<file path="config.mk">
export PLATFORM = sky130hd
export DESIGN_NAME = diagonal_transposition_decode_top_flat
export DESIGN_NICKNAME = d
export VERILOG_FILES = /design/src/sv/dtd_pkg.sv /design/src/sv/dtd_if.sv /design/src/sv/dtd_ram.sv /design/src/sv/dtd_ctrl.sv /design/src/sv/dtd_dp.sv /design/src/sv/diagonal_transposition_decode_top.sv /design/src/flat_wrapper.sv
export SDC_FILE = /design/constraint.sdc
export NUM_CORES = 1
export LEC_CHECK = 0
export ABC_AREA = 1
export BUFFER_PORTS_ARGS = -buffer_cell sky130_fd_sc_hd__buf_4
export CORE_UTILIZATION = 45
export CTS_CLUSTER_SIZE = 25
export DETAILED_ROUTE_END_ITERATION = 12
export GPL_TIMING_DRIVEN = 0
export PLACE_DENSITY = 0.63
export SYNTH_ARGS = -nofsm -noshare
export SYNTH_HDL_FRONTEND = slang
export SYNTH_SLANG_ARGS = --single-unit
</file>
<file path="constraint.sdc">
create_clock -name i_clk -period 8.7 [get_ports i_clk]
set_input_delay 0.435 -clock i_clk [delete_from_list [all_inputs] [get_ports i_clk]]
set_output_delay 0.435 -clock i_clk [all_outputs]
set_load 0.02 [all_outputs]
</file>
<file path="src/sv/dtd_pkg.sv">
package dtd_pkg;

    localparam int MAX_COLS_DEF = 7;

    localparam int TEXT_W = 8;
    localparam int COL_W  = 3;
    localparam int ROW_W  = 4;

    typedef enum logic [2:0] {
        S_IDLE = 3'b001,
        S_LOAD = 3'b010,
        S_SHOW = 3'b100
    } t_state;

    typedef struct packed {
        logic take;
        logic step;
    } t_cmd;

    typedef struct packed {
        logic final_beat;
    } t_sts;

endpackage

</file>
<file path="src/sv/dtd_if.sv">
interface dtd_text_if;
    logic                         valid;
    logic                         ready;
    logic [dtd_pkg::TEXT_W-1:0]   text_byte;
    logic                         last_byte;

    modport source (output valid, output text_byte, output last_byte, input ready);
    modport sink   (input valid, input text_byte, input last_byte, output ready);
endinterface

interface dtd_plain_if;
    logic                         valid;
    logic                         ready;
    logic [dtd_pkg::TEXT_W-1:0]   plain_byte;
    logic                         final_res;

    modport source (output valid, output plain_byte, output final_res, input ready);
    modport sink   (input valid, input plain_byte, input final_res, output ready);
endinterface

interface dtd_cfg_if;
    logic                         valid;
    logic                         ready;
    logic [dtd_pkg::COL_W-1:0]    data;

    modport source (output valid, output data, input ready);
    modport sink   (input valid, input data, output ready);
endinterface

</file>
<file path="src/sv/dtd_ram.sv">
module dtd_ram #(
    parameter int WIDTH = 8,
    parameter int DEPTH = 56
) (
    input  logic                     i_clk,
    input  logic                     i_we,
    input  logic [$clog2(DEPTH)-1:0] i_waddr,
    input  logic [WIDTH-1:0]         i_wdata,
    input  logic                     i_re,
    input  logic [$clog2(DEPTH)-1:0] i_raddr,
    output logic [WIDTH-1:0]         o_rdata
);

    logic [WIDTH-1:0] r_mem [DEPTH];
    logic [WIDTH-1:0] r_rdata;

    always_ff @(posedge i_clk) begin
        if (i_we) begin
            r_mem[i_waddr] <= i_wdata;
        end
        if (i_re) begin
            r_rdata <= r_mem[i_raddr];
        end
    end

    assign o_rdata = r_rdata;

endmodule

</file>
<file path="src/sv/dtd_ctrl.sv">
module dtd_ctrl (
    input  logic            i_clk,
    input  logic            i_rst_n,
    input  logic            i_in_valid,
    input  logic            i_in_last,
    output logic            o_in_ready,
    output logic            o_out_valid,
    input  logic            i_out_ready,
    input  dtd_pkg::t_sts   i_sts,
    output dtd_pkg::t_cmd   o_cmd
);

    dtd_pkg::t_state r_state;
    dtd_pkg::t_state n_state;
    logic            in_acc;
    logic            out_acc;

    assign o_in_ready  = (r_state == dtd_pkg::S_IDLE);
    assign o_out_valid = (r_state == dtd_pkg::S_SHOW);
    assign in_acc      = i_in_valid && o_in_ready;
    assign out_acc     = o_out_valid && i_out_ready;

    always_comb begin
        n_state    = r_state;
        o_cmd.take = 1'b0;
        o_cmd.step = 1'b0;
        unique case (r_state)
            dtd_pkg::S_IDLE: begin
                o_cmd.take = in_acc;
                if (in_acc && i_in_last) begin
                    n_state = dtd_pkg::S_LOAD;
                end
            end
            dtd_pkg::S_LOAD: begin
                o_cmd.step = 1'b1;
                n_state    = dtd_pkg::S_SHOW;
            end
            dtd_pkg::S_SHOW: begin
                if (out_acc) begin
                    if (i_sts.final_beat) begin
                        n_state = dtd_pkg::S_IDLE;
                    end else begin
                        o_cmd.step = 1'b1;
                    end
                end
            end
            default: begin
                n_state = dtd_pkg::S_IDLE;
            end
        endcase
    end

    always_ff @(posedge i_clk) begin
        if (!i_rst_n) begin
            r_state <= dtd_pkg::S_IDLE;
        end else begin
            r_state <= n_state;
        end
    end

endmodule

</file>
<file path="src/sv/dtd_dp.sv">
module dtd_dp #(
    parameter int MAX_COLS = dtd_pkg::MAX_COLS_DEF
) (
    input  logic                        i_clk,
    input  logic                        i_rst_n,
    input  dtd_pkg::t_cmd               i_cmd,
    output dtd_pkg::t_sts               o_sts,
    input  logic [dtd_pkg::TEXT_W-1:0]  i_text_byte,
    input  logic                        i_last_byte,
    input  logic                        i_cfg_we,
    input  logic [dtd_pkg::COL_W-1:0]   i_cfg_data,
    output logic [dtd_pkg::TEXT_W-1:0]  o_plain_byte
);

    localparam int DEPTH = MAX_COLS * (MAX_COLS + 1);
    localparam int AW    = $clog2(DEPTH);
    localparam int LW    = $clog2(DEPTH + 1);
    localparam int CW    = dtd_pkg::COL_W;
    localparam int RW    = dtd_pkg::ROW_W;

    logic [CW-1:0] r_cols;
    logic [LW-1:0] r_len;
    logic [LW-1:0] r_lim;
    logic [LW-1:0] r_cnt;
    logic [RW-1:0] r_row;
    logic [CW-1:0] r_col;
    logic [LW-1:0] r_start;
    logic [LW-1:0] r_addr;
    logic          r_hit;

    logic [RW-1:0] n_row;
    logic [CW-1:0] n_col;
    logic [LW-1:0] n_start;
    logic [LW-1:0] n_addr;

    logic [CW-1:0]          eff_c;
    logic [LW-1:0]          c_l;
    logic [LW-1:0]          grid;
    logic                   room;
    logic [LW-1:0]          len_after;
    logic [RW-1:0]          diag;
    logic                   diag_end;
    logic [dtd_pkg::TEXT_W-1:0] rdata;

    always_comb begin
        if (r_cols == '0) begin
            eff_c = CW'(1);
        end else if (r_cols > CW'(MAX_COLS)) begin
            eff_c = CW'(MAX_COLS);
        end else begin
            eff_c = r_cols;
        end
    end

    assign c_l       = LW'(eff_c);
    assign grid      = LW'(c_l * (c_l + LW'(1)));
    assign room      = (r_len < grid);
    assign len_after = room ? r_len + LW'(1) : r_len;

    assign diag     = RW'(r_row) + RW'(r_col);
    assign diag_end = (r_col == '0) || (r_row == RW'(eff_c));

    always_comb begin
        n_row   = r_row;
        n_col   = r_col;
        n_start = r_start;
        n_addr  = r_addr;
        if (diag_end) begin
            if (diag < RW'(eff_c) - RW'(1)) begin
                n_row   = '0;
                n_col   = CW'(diag + RW'(1));
                n_start = r_start + LW'(1);
            end else begin
                n_row   = diag + RW'(2) - RW'(eff_c);
                n_col   = eff_c - CW'(1);
                n_start = r_start + c_l;
            end
            n_addr = n_start;
        end else begin
            n_row  = r_row + RW'(1);
            n_col  = r_col - CW'(1);
            n_addr = r_addr + c_l - LW'(1);
        end
    end

    always_ff @(posedge i_clk) begin
        if (!i_rst_n) begin
            r_cols <= CW'(1);
            r_len  <= '0;
        end else begin
            if (i_cfg_we) begin
                r_cols <= i_cfg_data;
            end
            if (i_cmd.take) begin
                r_len <= i_last_byte ? '0 : len_after;
            end
        end
    end

    always_ff @(posedge i_clk) begin
        if (i_cmd.take && i_last_byte) begin
            r_lim   <= len_after;
            r_cnt   <= (len_after < grid) ? len_after : grid;
            r_row   <= '0;
            r_col   <= '0;
            r_start <= '0;
            r_addr  <= '0;
        end else if (i_cmd.step) begin
            r_hit   <= (r_addr < r_lim);
            r_cnt   <= r_cnt - LW'(1);
            r_row   <= n_row;
            r_col   <= n_col;
            r_start <= n_start;
            r_addr  <= n_addr;
        end
    end

    dtd_ram #(
        .WIDTH (dtd_pkg::TEXT_W),
        .DEPTH (DEPTH)
    ) u_ram (
        .i_clk   (i_clk),
        .i_we    (i_cmd.take && room),
        .i_waddr (r_len[AW-1:0]),
        .i_wdata (i_text_byte),
        .i_re    (i_cmd.step),
        .i_raddr (r_addr[AW-1:0]),
        .o_rdata (rdata)
    );

    assign o_sts.final_beat = (r_cnt == '0);
    assign o_plain_byte     = r_hit ? rdata : '0;

endmodule

</file>
<file path="src/sv/diagonal_transposition_decode_top.sv">
// Message bytes are taken one per cycle and stored row-major in a grid of
// columns+1 rows by columns columns; bytes past the grid size are dropped.
// The beat flagged last starts the readout, which walks the anti-diagonals
// and gives min(length, grid size) bytes, zero for cells beyond the message,
// with final_res on the last one. The readout first reads the first cell from
// RAM in the load state, then gives one byte per cycle while the sink is ready,
// set by the single read port of the cell memory. No input is taken during the
// readout. The column count should be written only while the block is idle.
module diagonal_transposition_decode_top #(
    parameter int MAX_COLS = dtd_pkg::MAX_COLS_DEF
) (
    input  logic        i_clk,
    input  logic        i_rst_n,
    dtd_text_if.sink    i_text,
    dtd_cfg_if.sink     i_cfg,
    dtd_plain_if.source o_plain
);

    dtd_pkg::t_cmd cmd;
    dtd_pkg::t_sts sts;

    assign i_cfg.ready = 1'b1;

    dtd_ctrl u_ctrl (
        .i_clk       (i_clk),
        .i_rst_n     (i_rst_n),
        .i_in_valid  (i_text.valid),
        .i_in_last   (i_text.last_byte),
        .o_in_ready  (i_text.ready),
        .o_out_valid (o_plain.valid),
        .i_out_ready (o_plain.ready),
        .i_sts       (sts),
        .o_cmd       (cmd)
    );

    dtd_dp #(
        .MAX_COLS (MAX_COLS)
    ) u_dp (
        .i_clk        (i_clk),
        .i_rst_n      (i_rst_n),
        .i_cmd        (cmd),
        .o_sts        (sts),
        .i_text_byte  (i_text.text_byte),
        .i_last_byte  (i_text.last_byte),
        .i_cfg_we     (i_cfg.valid && i_cfg.ready),
        .i_cfg_data   (i_cfg.data),
        .o_plain_byte (o_plain.plain_byte)
    );

    assign o_plain.final_res = sts.final_beat;

    a_no_overlap: assert property (@(posedge i_clk) disable iff (!i_rst_n)
        !(o_plain.valid && i_text.ready))
        else $error("input ready during readout");

    a_last_starts_readout: assert property (@(posedge i_clk) disable iff (!i_rst_n)
        (i_text.valid && i_text.ready && i_text.last_byte)
        |=> (!i_text.ready && !o_plain.valid) ##1 o_plain.valid)
        else $error("readout did not start after last beat");

    a_final_ends_readout: assert property (@(posedge i_clk) disable iff (!i_rst_n)
        (o_plain.valid && o_plain.ready && o_plain.final_res)
        |=> (!o_plain.valid && i_text.ready))
        else $error("readout did not end after final beat");

endmodule
</file>
<file path="src/flat_wrapper.sv">
// flat-port wrapper written by rule: the top's interface ports become plain ports
module diagonal_transposition_decode_top_flat 
#(
    parameter int MAX_COLS = dtd_pkg::MAX_COLS_DEF
)
  (i_clk, i_rst_n, i_text_valid, i_text_text_byte, i_text_last_byte, i_text_ready, i_cfg_valid, i_cfg_data, i_cfg_ready, o_plain_valid, o_plain_plain_byte, o_plain_final_res, o_plain_ready);
  dtd_text_if i_text_i ();
  dtd_cfg_if i_cfg_i ();
  dtd_plain_if o_plain_i ();
  input  logic i_clk;
  input  logic i_rst_n;
  input wire logic [$bits(i_text_i.valid)-1:0] i_text_valid;
  input wire logic [$bits(i_text_i.text_byte)-1:0] i_text_text_byte;
  input wire logic [$bits(i_text_i.last_byte)-1:0] i_text_last_byte;
  output wire logic [$bits(i_text_i.ready)-1:0] i_text_ready;
  input wire logic [$bits(i_cfg_i.valid)-1:0] i_cfg_valid;
  input wire logic [$bits(i_cfg_i.data)-1:0] i_cfg_data;
  output wire logic [$bits(i_cfg_i.ready)-1:0] i_cfg_ready;
  output wire logic [$bits(o_plain_i.valid)-1:0] o_plain_valid;
  output wire logic [$bits(o_plain_i.plain_byte)-1:0] o_plain_plain_byte;
  output wire logic [$bits(o_plain_i.final_res)-1:0] o_plain_final_res;
  input wire logic [$bits(o_plain_i.ready)-1:0] o_plain_ready;
  assign i_text_i.valid = i_text_valid;
  assign i_text_i.text_byte = i_text_text_byte;
  assign i_text_i.last_byte = i_text_last_byte;
  assign i_text_ready = i_text_i.ready;
  assign i_cfg_i.valid = i_cfg_valid;
  assign i_cfg_i.data = i_cfg_data;
  assign i_cfg_ready = i_cfg_i.ready;
  assign o_plain_valid = o_plain_i.valid;
  assign o_plain_plain_byte = o_plain_i.plain_byte;
  assign o_plain_final_res = o_plain_i.final_res;
  assign o_plain_i.ready = o_plain_ready;
  diagonal_transposition_decode_top #(.MAX_COLS(MAX_COLS)) u_core (.i_clk(i_clk), .i_rst_n(i_rst_n), .i_text(i_text_i), .i_cfg(i_cfg_i), .o_plain(o_plain_i));
endmodule
</file>
==> summary.md <==
| Metric | Value |
|---|---|
| Synth cell types | `40` |
| Worst setup path end | `u_core.u_dp.u_ram.r_mem[12][7]$_DFFE_PP_` |
| Postcts setup bufs | `0` |
| # fillers | `3993` |
| Vias per inst | `6.12` |
| Largest net degree at the start of global routing | `57` |
| Per-cell routed wire length | `26.7 um` |
| Synth Register Bits | `500` |
| Routed WL | `66200 um` |
| Critical path's top delay family | `simple AND/OR/NAND/NOR gates` |
| Slew HR | `0.323` |
| Final setup TNS | `0 ns` |
| Critical path depth in cells | `20` |
| Power Density | `224 nW/um^2` |
| Post-CTS Hold Buffers | `0` |
| Maximum clock frequency | `160 MHz` |
| Worst EP arrival | `6.46 ns` |
| Worst path slowest cell | `nor2_1` |
| Failing checks | `design-rule violations` |
| GRT overflow | `0` |
| Crit. Startpoint | `u_core.u_dp.r_cols[2]$_SDFFE_PN0P_` |
| Final nets | `1911` |
| DRC violations left | `3` |
| Minimum clock period | `6.25 ns` |
| Avg Cell Area, Syn | `12.1 sq um` |
| Final Hold Violating Endpoints | `0` |
| Rows | `79` |
| Antenna violations before repair | `0` |
| Comb pwr share | `0.111` |
| Worst-path fanout max | `8` |
| I/O Buffers | `27` |
| Clk pin slew, worst setup/hold paths | `0.06 ns` |
| Die ar. | `48400 sq um` |
| First-pass GRT wire length | `95900 um` |
| Cell Area, Synth | `21400 sq um` |
| GP Congestion | `1.02` |
| Worst VDD drop | `0.142 mV` |
| Internal | `4.01 mW` |
| Post-Synthesis Cells | `1761` |
| TritonCTS clock tree | `yes` |
| Delay of the slowest critical-path stage | `1.01 ns` |
| Routed Antenna Nets | `0` |
| GRT Total Usage | `0.277` |
| CTS H-Tree Depth | `2` |
| Core area | `46800 sq um` |
| Final period util | `0.718` |
| Clk_skew | `0.0199 ns` |
| Reg2Reg Launch Point | `u_core.u_dp.r_cols[2]$_SDFFE_PN0P_` |
| Net Sw Power | `1.36 mW` |
| Worst Path Required | `8.92 ns` |
| Post-cts gate resize count | `0` |
| Crit Path Category | `flip-flop to flip-flop` |
| Number of global-route vias before repair | `14336` |
| Commonest non-fill, non-tap cells in the layout | `469 x edfxtp_1, 310 x nor2_1, 243 x o21ai_0` |
| Clk_lat worst skew | `0.60 ns` |
| CP bufs+invs | `4` |
| Die height | `220 um` |
| Setup violators final | `0` |
| Most used cell, CP | `inv_1` |
| RSZ-0062 raised after global routing | `no` |
| Tightest Pin Transition | `1.01 ns` |
| Clock share of power | `0.393` |
| Status | `finished with violations` |
| Clock Path Buffers | `3` |
| DR vias | `15194` |
| DR iter-0 viols | `2694` |
| Horiz. Die Dim | `220 um` |
| R2R setup slack | `2.45 ns` |
| Worst Setup Start Kind | `flip-flop` |
| Num Clock Sinks | `500` |
| CTS Buf Count | `50` |
| Starting density of the core | `0.458` |
| Hold Crit Class | `input pin to flip-flop` |
| P_leak | `8.19 nW` |
| Seq/Total Area, Yosys | `0.687` |
| I/O pin total | `29` |
| Area delta synth->final | `11.8%` |
| Fin. max-slew vios | `0` |
| Worst-case reg-to-reg path depth | `20` |
| DPL Wire Length | `43400 um` |
| Max-cap violations | `0` |
| Share of cells above drive strength 1 | `0.0853` |
| Cells along the critical path | `ha_1 > nand2_2 > nand2_1 > inv_1 > ha_1 > inv_1 > nand2_1 > fa_1 > inv_1 > fa_1 > inv_1 > ha_1 > a21oi_1 > o21a_1 > nand2_1 > nand2_2 > nand2_4 > nor2_1 > nand4_1 > nor2_1` |
| Overall Power | `5.37 mW` |
| Ys Warns | `0` |
| Initial DRT Pass Iterations | `11` |
| Commonest non-fill, non-tap cell in the layout | `edfxtp_1` |
| Worst setup EP type | `flip-flop` |
| ANT cells | `0` |
| RR Endpoint | `u_core.u_dp.u_ram.r_mem[12][7]$_DFFE_PP_` |
| Root buffer cell | `clkbuf_16` |
| Reg power frac | `0.497` |
| Net Sw Frac | `0.254` |
per-stage QoR:
stage          utilization  hold WS (ns)  worst slack (ns)  instance area [sq um]  std cells
6_report             0.512        0.0744              2.45                  23900       2482
5_1_grt              0.512        0.0967              2.12                  23900       2482
4_1_cts              0.512        0.0573              2.56                  23900       2482
2_1_floorplan            -         0.450              3.89                  21400       1762
3_3_place_gp         0.478         0.461              2.72                  22400       2396
3_5_place_dp         0.478         0.465              2.58                  22400       2396
logic make-up after synthesis:
group,count (synthesis),share of synthesized area
other,1,0.000175
adder cells (fa/ha/maj),53,0.0331
AO/OA/AOI/OAI,446,0.128
AND/OR/NAND/NOR,537,0.104
XOR/XNOR,25,0.0102
flip-flops,500,0.687
buffers and inverters,199,0.0380
final cells by class:
| cell class | instances | area, sq um | share of cell area |
|---|---|---|---|
| well taps | 607 | 759 | 0.0317 |
| clock inverters | 20 | 144 | 0.00601 |
| inverters | 97 | 364 | 0.0152 |
| plain buffers | 102 | 448 | 0.0187 |
| clock buffers | 66 | 1430 | 0.0596 |
| flip-flops and latches | 500 | 14700 | 0.615 |
| repair buffers | 27 | 203 | 0.00847 |
| multi-input cells | 1063 | 5880 | 0.246 |
registers in the layout, summed over array words and instances (netlist names):
register                   count
u_core.u_dp.r_len              6
u_core.u_dp.r_col              3
u_core.u_dp.u_ram.o_rdata      8
u_core.u_dp.r_row              4
u_core.u_dp.r_addr             6
u_core.u_dp.r_hit              1
u_core.u_dp.r_lim              6
u_core.u_ctrl.r_state          3
u_core.u_dp.r_cols             3
u_core.u_dp.u_ram.r_mem      448
u_core.u_dp.r_start            6
u_core.u_dp.r_cnt              6
power groups by stage:
| stage | registers [mW] | clock network, mW | logic, mW |
|---|---|---|---|
| final | 2.67 | 2.11 | 0.594 |
| after CTS | 2.67 | 2.11 | 0.574 |
| after global routing | 2.67 | 2.20 | 0.630 |
| after global placement | 2.72 | 0 | 0.563 |
| after floorplan | 2.72 | 0 | 0.328 |
| after detailed placement | 2.72 | 0 | 0.571 |
cells in the mapped netlist:
library cell	instances	area share
edfxtp_1	469	0.66
nor2_1	310	0.054
o21ai_0	243	0.057
nand2_1	130	0.023
inv_1	91	0.016
o221ai_1	84	0.034
clkbuf_1	66	0.012
nand3_1	57	0.013
ha_1	47	0.027
o22ai_1	37	0.011
o211ai_1	34	0.012
dfxtp_1	31	0.029
a21oi_1	29	0.0068
buf_2	28	0.0066
nand4_1	21	0.0061
xor2_1	20	0.0082
nand2_2	8	0.0023
buf_4	6	0.0021
fa_1	6	0.0056
nand2_4	5	0.0026
xnor2_1	5	0.0020
inv_2	4	0.00070
o21ai_1	4	0.00094
a211oi_1	3	0.0011
a31oi_1	3	0.00088
nor3_1	3	0.00070
a21oi_2	2	0.00082
clkinv_1	2	0.00035
o21a_1	2	0.00070
a21boi_2	1	0.00053
a31o_2	1	0.00041
buf_1	1	0.00018
buf_6	1	0.00053
conb_1	1	0.00018
nand3_2	1	0.00047
nor2_4	1	0.00053
o21ai_2	1	0.00041
o21bai_2	1	0.00053
o221a_2	1	0.00053
or2_2	1	0.00029
layer usage:
layer  GRT usage  vias to the layer above  part of all wire
met2       0.413                      991              0.44
met1       0.391                     7356              0.40
met5           0                        -           0.00035
li1            -                     6644                 -
met4       0.117                        2             0.046
met3      0.0595                      201              0.12
tightest hold or removal path: cells and delay by family:
family	cells	cell delay, ns
simple gates	2	0.12
buf+inv	1	0.08
worst min-delay path by stage:
stage | start | endpoint | slack, ns | cells past startpoint
2_1_floorplan | u_core.u_dp.r_start[0]$_SDFFE_PP0P_ | u_core.u_dp.r_start[0]$_SDFFE_PP0P_ | 0.45 | 2
3_3_place_gp | u_core.u_dp.r_start[2]$_SDFFE_PP0P_ | u_core.u_dp.r_start[2]$_SDFFE_PP0P_ | 0.46 | 2
3_5_place_dp | u_core.u_dp.r_start[0]$_SDFFE_PP0P_ | u_core.u_dp.r_start[0]$_SDFFE_PP0P_ | 0.46 | 2
4_1_cts | i_cfg_data[0] | u_core.u_dp.r_cols[0]$_SDFFE_PN1P_ | 0.06 | 3
5_1_grt | i_cfg_valid | u_core.u_dp.r_cols[0]$_SDFFE_PN1P_ | 0.1 | 3
6_report | i_cfg_data[0] | u_core.u_dp.r_cols[0]$_SDFFE_PN1P_ | 0.07 | 3
Note: power is estimated with default switching activity, not from simulation.
